`config.mk`:
```
export PLATFORM = sky130hd
export DESIGN_NAME = bounded_deque_push_pop_dump_core
export DESIGN_NICKNAME = d
export VERILOG_FILES = /design/src/sv/bdq_pkg.sv /design/src/sv/bdq_ctrl.sv /design/src/sv/bdq_dpath.sv /design/src/sv/bounded_deque_push_pop_dump_core.sv
export SDC_FILE = /design/constraint.sdc
export NUM_CORES = 2
export LEC_CHECK = 0
export BUFFER_PORTS_ARGS = -buffer_cell sky130_fd_sc_hd__buf_4
export CORE_ASPECT_RATIO = 0.75
export CORE_MARGIN = 2
export CORE_UTILIZATION = 58
export CTS_CLUSTER_DIAMETER = 80
export DETAILED_ROUTE_END_ITERATION = 6
export PLACE_DENSITY = 0.75
export SYNTH_ARGS = -nofsm -noshare
export SYNTH_HDL_FRONTEND = slang
export SYNTH_SLANG_ARGS = --single-unit
```
`constraint.sdc`:
```
create_clock -name clk -period 6.27 [get_ports clk]
set_clock_uncertainty 0.2 [all_clocks]
set_input_delay 1.254 -clock clk [delete_from_list [all_inputs] [get_ports clk]]
set_output_delay 1.254 -clock clk [all_outputs]
set_load 0.01 [all_outputs]
```
`src/sv/bdq_pkg.sv`:
```
// ----------------------------------------------------------------------------
// bdq_pkg: shared types and constants for the bounded deque
// Store depth, field widths, operation and status codes, and the command and
// status bundles passed between controller and datapath.
// ----------------------------------------------------------------------------
package bdq_pkg;

  localparam int DEPTH  = 64;
  localparam int IDX_W  = $clog2(DEPTH);
  localparam int CNT_W  = $clog2(DEPTH + 1);
  localparam int DATA_W = 32;

  typedef enum logic [2:0] {
    KIND_PUSH_BACK  = 3'd0,
    KIND_PUSH_FRONT = 3'd1,
    KIND_POP_FRONT  = 3'd2,
    KIND_DUMP       = 3'd3,
    KIND_CLEAR      = 3'd4
  } kind_t;

  typedef enum logic [1:0] {
    STATUS_ELEM  = 2'd0,
    STATUS_EMPTY = 2'd1,
    STATUS_FULL  = 2'd2
  } status_t;

  typedef struct packed {
    logic             push_back;
    logic             push_front;
    logic             pop;
    logic             clear;
    logic             rd_en;
    logic [IDX_W-1:0] rd_off;
    logic             load_out;
    logic             out_last;
    status_t          out_status;
  } dp_cmd_t;

  typedef struct packed {
    logic [CNT_W-1:0] occ;
    logic             empty;
    logic             full;
  } dp_stat_t;

endpackage

```
`src/sv/bdq_ctrl.sv`:
```
// ----------------------------------------------------------------------------
// bdq_ctrl: deque controller
// Decodes input words, sequences dump reads one element per cycle while the
// output register is free, and owns the output valid flag.
// ----------------------------------------------------------------------------
module bdq_ctrl (
  input  logic              clk,
  input  logic              rst_n,
  input  logic              in_valid,
  output logic              in_ready,
  input  logic [2:0]        in_kind,
  output logic              out_valid,
  input  logic              out_ready,
  input  bdq_pkg::dp_stat_t stat,
  output bdq_pkg::dp_cmd_t  cmd
);
  import bdq_pkg::*;

  typedef enum logic {
    S_IDLE,
    S_DUMP
  } state_t;

  state_t           state_r, state_nxt;
  logic             out_valid_r, out_valid_nxt;
  logic [IDX_W-1:0] cnt_r, cnt_nxt;
  logic             out_free;
  logic             accept;
  logic [CNT_W-1:0] occ_m1;
  logic [IDX_W-1:0] last_off;
  kind_t            kind;

  assign out_free  = !out_valid_r || out_ready;
  assign in_ready  = (state_r == S_IDLE) && out_free;
  assign accept    = in_valid && in_ready;
  assign out_valid = out_valid_r;
  assign kind      = kind_t'(in_kind);
  assign occ_m1    = stat.occ - CNT_W'(1);
  assign last_off  = occ_m1[IDX_W-1:0];

  always_comb begin
    cmd           = '0;
    state_nxt     = state_r;
    out_valid_nxt = out_valid_r && !out_ready;
    cnt_nxt       = cnt_r;
    unique case (state_r)
      S_IDLE: begin
        if (accept) begin
          unique case (kind) inside
            KIND_PUSH_BACK, KIND_PUSH_FRONT: begin
              if (stat.full) begin
                cmd.load_out   = 1'b1;
                cmd.out_last   = 1'b1;
                cmd.out_status = STATUS_FULL;
                out_valid_nxt  = 1'b1;
              end else begin
                cmd.push_back  = (kind == KIND_PUSH_BACK);
                cmd.push_front = (kind == KIND_PUSH_FRONT);
              end
            end
            KIND_POP_FRONT: begin
              cmd.pop = !stat.empty;
            end
            KIND_DUMP: begin
              if (stat.empty) begin
                cmd.load_out   = 1'b1;
                cmd.out_last   = 1'b1;
                cmd.out_status = STATUS_EMPTY;
                out_valid_nxt  = 1'b1;
              end else begin
                // first element read straight away, rest walked in S_DUMP
                cmd.rd_en      = 1'b1;
                cmd.rd_off     = '0;
                cmd.load_out   = 1'b1;
                cmd.out_last   = (last_off == '0);
                cmd.out_status = STATUS_ELEM;
                out_valid_nxt  = 1'b1;
                cnt_nxt        = IDX_W'(1);
                if (last_off != '0) begin
                  state_nxt = S_DUMP;
                end
              end
            end
            KIND_CLEAR: begin
              cmd.clear = 1'b1;
            end
            default: ;
          endcase
        end
      end
      S_DUMP: begin
        if (out_free) begin
          cmd.rd_en      = 1'b1;
          cmd.rd_off     = cnt_r;
          cmd.load_out   = 1'b1;
          cmd.out_last   = (cnt_r == last_off);
          cmd.out_status = STATUS_ELEM;
          out_valid_nxt  = 1'b1;
          cnt_nxt        = cnt_r + IDX_W'(1);
          if (cnt_r == last_off) begin
            state_nxt = S_IDLE;
          end
        end
      end
      default: state_nxt = S_IDLE;
    endcase
  end

  always_ff @(posedge clk) begin
    if (!rst_n) begin
      state_r     <= S_IDLE;
      out_valid_r <= 1'b0;
      cnt_r       <= '0;
    end else begin
      state_r     <= state_nxt;
      out_valid_r <= out_valid_nxt;
      cnt_r       <= cnt_nxt;
    end
  end

endmodule

```
`src/sv/bdq_dpath.sv`:
```
// ----------------------------------------------------------------------------
// bdq_dpath: deque datapath
// Ring store with registered read, front pointer, occupancy and the output
// word registers.
// ----------------------------------------------------------------------------
module bdq_dpath (
  input  logic                              clk,
  input  logic                              rst_n,
  input  bdq_pkg::dp_cmd_t                  cmd,
  input  logic signed [bdq_pkg::DATA_W-1:0] in_value,
  output bdq_pkg::dp_stat_t                 stat,
  output logic signed [bdq_pkg::DATA_W-1:0] out_item_value,
  output logic                              out_last,
  output logic [1:0]                        out_status
);
  import bdq_pkg::*;

  logic [DATA_W-1:0] mem [DEPTH];
  logic [DATA_W-1:0] rd_data_r;
  logic [IDX_W-1:0]  front_r, front_nxt;
  logic [CNT_W-1:0]  occ_r, occ_nxt;
  logic              last_r;
  status_t           status_r;
  logic [IDX_W-1:0]  back_slot, pre_front, next_front, rd_slot, wr_addr;
  logic              wr_en;

  function automatic logic [IDX_W-1:0] add_mod(input logic [IDX_W-1:0] a,
                                               input logic [IDX_W-1:0] b);
    logic [IDX_W:0] s;
    s = {1'b0, a} + {1'b0, b};
    if (s >= (IDX_W+1)'(DEPTH)) begin
      s = s - (IDX_W+1)'(DEPTH);
    end
    return s[IDX_W-1:0];
  endfunction

  assign back_slot  = add_mod(front_r, occ_r[IDX_W-1:0]);
  assign next_front = add_mod(front_r, IDX_W'(1));
  assign rd_slot    = add_mod(front_r, cmd.rd_off);
  assign pre_front  = (front_r == '0) ? IDX_W'(DEPTH - 1) : front_r - IDX_W'(1);
  assign wr_en      = cmd.push_back || cmd.push_front;
  assign wr_addr    = cmd.push_front ? pre_front : back_slot;

  // store: one write port, one registered read port
  always_ff @(posedge clk) begin
    if (wr_en) begin
      mem[wr_addr] <= in_value;
    end
    if (cmd.rd_en) begin
      rd_data_r <= mem[rd_slot];
    end
  end

  always_comb begin
    front_nxt = front_r;
    occ_nxt   = occ_r;
    if (cmd.clear) begin
      front_nxt = '0;
      occ_nxt   = '0;
    end else if (cmd.push_back) begin
      occ_nxt = occ_r + CNT_W'(1);
    end else if (cmd.push_front) begin
      front_nxt = pre_front;
      occ_nxt   = occ_r + CNT_W'(1);
    end else if (cmd.pop) begin
      front_nxt = next_front;
      occ_nxt   = occ_r - CNT_W'(1);
    end
  end

  always_ff @(posedge clk) begin
    if (!rst_n) begin
      front_r <= '0;
      occ_r   <= '0;
    end else begin
      front_r <= front_nxt;
      occ_r   <= occ_nxt;
    end
  end

  always_ff @(posedge clk) begin
    if (cmd.load_out) begin
      last_r   <= cmd.out_last;
      status_r <= cmd.out_status;
    end
  end

  assign stat.occ       = occ_r;
  assign stat.empty     = (occ_r == '0);
  assign stat.full      = (occ_r == CNT_W'(DEPTH));
  assign out_item_value = (status_r == STATUS_ELEM) ? rd_data_r : '0;
  assign out_last       = last_r;
  assign out_status     = status_r;

endmodule

```
`src/sv/bounded_deque_push_pop_dump_core.sv`:
```
// ----------------------------------------------------------------------------
// bounded_deque_push_pop_dump_core: bounded double-ended queue
// Ring-buffer deque of signed 32-bit values with push back/front, pop front,
// dump and clear, on valid/ready channels.
// ----------------------------------------------------------------------------
// Push, pop and clear give no word, except a push on a full store, which
// returns one word flagged full. A dump of N stored values streams N words,
// front first, at one per cycle while the sink is ready; the controller walks
// the ring store's single registered read port in S_DUMP and takes no new
// input until the last word is loaded. A dump of an empty store gives one word
// flagged empty. A new input word is taken only when the output register is
// empty or being drained in that cycle. No clearing pass is run after reset.
module bounded_deque_push_pop_dump_core (
  input  logic                              clk,
  input  logic                              rst_n,
  input  logic                              in_valid,
  output logic                              in_ready,
  input  logic [2:0]                        in_kind,
  input  logic signed [bdq_pkg::DATA_W-1:0] in_value,
  output logic                              out_valid,
  input  logic                              out_ready,
  output logic signed [bdq_pkg::DATA_W-1:0] out_item_value,
  output logic                              out_last,
  output logic [1:0]                        out_status
);
  import bdq_pkg::*;

  dp_cmd_t  cmd;
  dp_stat_t stat;

  bdq_ctrl u_ctrl (
    .clk       (clk),
    .rst_n     (rst_n),
    .in_valid  (in_valid),
    .in_ready  (in_ready),
    .in_kind   (in_kind),
    .out_valid (out_valid),
    .out_ready (out_ready),
    .stat      (stat),
    .cmd       (cmd)
  );

  bdq_dpath u_dpath (
    .clk            (clk),
    .rst_n          (rst_n),
    .cmd            (cmd),
    .in_value       (in_value),
    .stat           (stat),
    .out_item_value (out_item_value),
    .out_last       (out_last),
    .out_status     (out_status)
  );

  a_occ_bound: assert property (@(posedge clk) disable iff (!rst_n)
    stat.occ <= CNT_W'(DEPTH))
    else $error("occupancy beyond store depth");

  a_no_take_when_stalled: assert property (@(posedge clk) disable iff (!rst_n)
    (in_valid && in_ready) |-> (!out_valid || out_ready))
    else $error("input taken while output word stalled");

  a_flag_word_single: assert property (@(posedge clk) disable iff (!rst_n)
    (out_valid && out_status != STATUS_ELEM) |-> (out_last && out_item_value == '0))
    else $error("empty or full word not single and zero");

  a_no_write_in_dump: assert property (@(posedge clk) disable iff (!rst_n)
    cmd.rd_en |-> !(cmd.push_back || cmd.push_front || cmd.pop || cmd.clear))
    else $error("store update during dump read");

endmodule

```
==> metrics <==
CP Data Arrival Time 5710 ps; synth unique cells between 70 and 80; vias between 40000 and 50000; DRT iter0 DRCs around 6500; largest family of logic cells by synthesized area multiplexers; synthesized flop and latch total between 2000 and 2500; Post-Synth Adder-Cell Area 0.00307; fin crit share 0.859; first-pass GRT wire length about 290 mm; DR pass1 iterations 7; DR DRC count 8; most common cell after layout, fill and taps aside edfxtp_1; violated checks DRC; Slew headroom 0.0502; Most used DFF post-synth edfxtp_1; simple-gate share of the synthesized area 0.0341; initial core utilization 0.585; chip width roughly 440 µm; clock root cell clkbuf_16; final setup TNS 0 ps; CP required ~6600 ps; pwr/cell area around 300 nW/µm²; Placed Instance Area about 87000 µm²; Finished Layout Cells a little over 6000; Async S/R FF share, synth 0; XOR/XNOR Fraction of Synth Area 0.00265; Final Wtd Congestion 0.863; Post-CTS Setup Inserts 0; element type at the critical path start input pin; area occupied by multi-input gates about 19000 µm²; clock-pin slew on the worst setup and hold paths 70 ps; most frequent cells in the layout 2083 x edfxtp_1, 512 x mux4_2, 351 x nand2_1, 225 x buf_4, 197 x mux2i_1; pin count of the biggest net entering global routing 93; RSZ-0062 raised after global routing false; Post-Syn Instances 3910; Num CTS Buffers roughly 190; Yosys warnings 0; io pins 76; leakage between 20 and 30 nW; outcome finished with violations; routed len/inst ~33 µm; fin area approximately 90000 µm²; clock sink total 2104; Final Setup Violations 0; hpwl dp between 100 and 150 mm; vias in the first global route between 40000 and 50000; Cells after DPL 5843; FF+latch area approximately 63000 µm²; fin util 0.658; compound-gate portion of the synthesized area 0.0164; Slew @ Worst Pin about 1400 ps; fillers ~8800; Die Area 145000 µm²; max-slew violation count 0; GR Overflow Total 0; Fin. Hold Viols 0; post-synthesis cell area just over 80000 µm²; mux cell area share after synthesis 0.165; Die H ~330 µm; clock latency on the worst-skew pair between 800 and 900 ps; worst vdd ir approximately 0.30 mV; Post-CTS Resized 0; All-Layer GR Usage 0.288; critical path class input pin to flip-flop; H-tree depth 4; Hold WC Path Type flip-flop to flip-flop; Post-CTS Hold Buffers 0; initial antenna violation count 9; Max-Cap Viols 0; count of flip-flops with a built-in enable after synthesis 2083; nets 4215; sequential area share after synthesis 0.766; Routed Antenna Nets 0; clock tree buffer depth 3; CTS tree built; Mean Syn Cell Area between 20 and 25 µm²; Buffers on Ports between 70 and 80; Final Critical Period approximately 5400 ps; fmax about 190 MHz; syn_nets between 3000 and 4000; Site Rows between 100 and 150; drt total wl 205 mm; via/cell ratio roughly 6.7; fraction of layout cells with a size suffix above 1 0.265; Core ar. between 100000 and 150000 µm²; worst hold slack ~340 ps; Max FO, Critical Path 27; Area Growth Syn to Fin 12.6%; nature of the critical path endpoint flip-flop
[state kept, by name, indices dropped and copies added, names as in the netlist]
register / cells
u_ctrl.state_r: 1
u_dpath.occ_r: 7
u_dpath.out_status: 2
u_dpath.mem: 2048
u_ctrl.out_valid: 1
u_dpath.out_last: 1
u_dpath.rd_data_r: 32
u_ctrl.cnt_r: 6
u_dpath.front_r: 6
[synthesized netlist by cell type (4+ instances only)]
master | count | share of area
a21o_1 | 5 | 0.00046
a21oi_1 | 14 | 0.00085
a22oi_1 | 32 | 0.0029
and2_1 | 36 | 0.0027
and3_1 | 7 | 0.00053
buf_1 | 12 | 0.00055
buf_2 | 82 | 0.0050
buf_4 | 5 | 0.00046
clkbuf_1 | 109 | 0.0050
dfxtp_1 | 21 | 0.0051
edfxtp_1 | 2083 | 0.76
ha_1 | 17 | 0.0026
inv_1 | 18 | 0.00082
mux2i_1 | 198 | 0.024
mux4_2 | 512 | 0.14
nand2_1 | 351 | 0.016
nand2b_1 | 4 | 0.00030
nand3_1 | 74 | 0.0045
nand3_2 | 8 | 0.00097
nand4_1 | 7 | 0.00053
nor2_1 | 72 | 0.0033
nor3_1 | 26 | 0.0016
o21ai_0 | 74 | 0.0045
o21ai_1 | 4 | 0.00024
o221ai_1 | 34 | 0.0036
o31ai_1 | 6 | 0.00055
or2_2 | 4 | 0.00030
or3_1 | 6 | 0.00046
xnor2_1 | 12 | 0.0013
xor2_1 | 11 | 0.0012
[where the power goes]
part / internal, mW / total (mW) / leakage, nW / switching (mW)
logic: 0.467 / 1.25 / 8.17 / 0.785
clock network: 6.08 / 11.1 / 2.83 / 4.99
registers: 15.5 / 15.5 / 18.9 / 0.0293
[per-stage QoR]
stage | worst slack, ps | power, mW
6_report | 885 | 27.8
5_1_grt | 747 | 28.5
4_1_cts | 894 | 28.0
3_5_place_dp | 15.6 | 17.1
3_3_place_gp | -128 | 17.0
2_1_floorplan | 859 | 16.5
[worst paths after layout]
check / from / to / slack [ps] / cells past startpoint
setup / recovery: out_ready / u_dpath.rd_data_r[28]$_DFFE_PP_ / 890 / 12
hold / removal: u_dpath.occ_r[6]$_SDFFE_PP0P_ / u_dpath.occ_r[6]$_SDFFE_PP0P_ / 340 / 2
setup reg to reg: u_ctrl.out_valid$_SDFF_PN0_ / u_dpath.rd_data_r[28]$_DFFE_PP_ / 1170 / 11
hold reg to reg: u_dpath.occ_r[6]$_SDFFE_PP0P_ / u_dpath.occ_r[6]$_SDFFE_PP0P_ / 340 / 2
[routing by layer]
layer  wire length [µm]  track usage  vias up
met5                 38            0        -
met2              94200        0.427     2723
met4               6070       0.0954        6
li1                   -            -    16600
met3              24900       0.0681      316
met1              79700        0.429    21900
[critical path, stage by stage]
cell      delay (ps)
buf_4            110
nand2b_2         250
and3_1           270
ha_4             630
buf_12           290
buf_12           270
buf_4            510
mux4_2           570
nand2_1          110
nand2_1           60
o21ai_0         1060
o221ai_1         230
[kinds of logic after synthesis]
logic type	count (synthesis)
mux	715
xor+xnor	24
compound gates	199
simple gates	619
fa+ha+maj	19
buf+inv	230
flops	2104
[final cells by class]
type | count | share of cell area
sequential | 2104 | 0.680
multi-input combinational | 1576 | 0.203
clock buffer | 238 | 0.0540
timing repair buffer | 270 | 0.0280
tap | 1875 | 0.0253
clock inverter | 99 | 0.00861
inverter | 19 | 0.000771
antenna | 6 | 0.000162
Power figures use the tool's default switching activity.
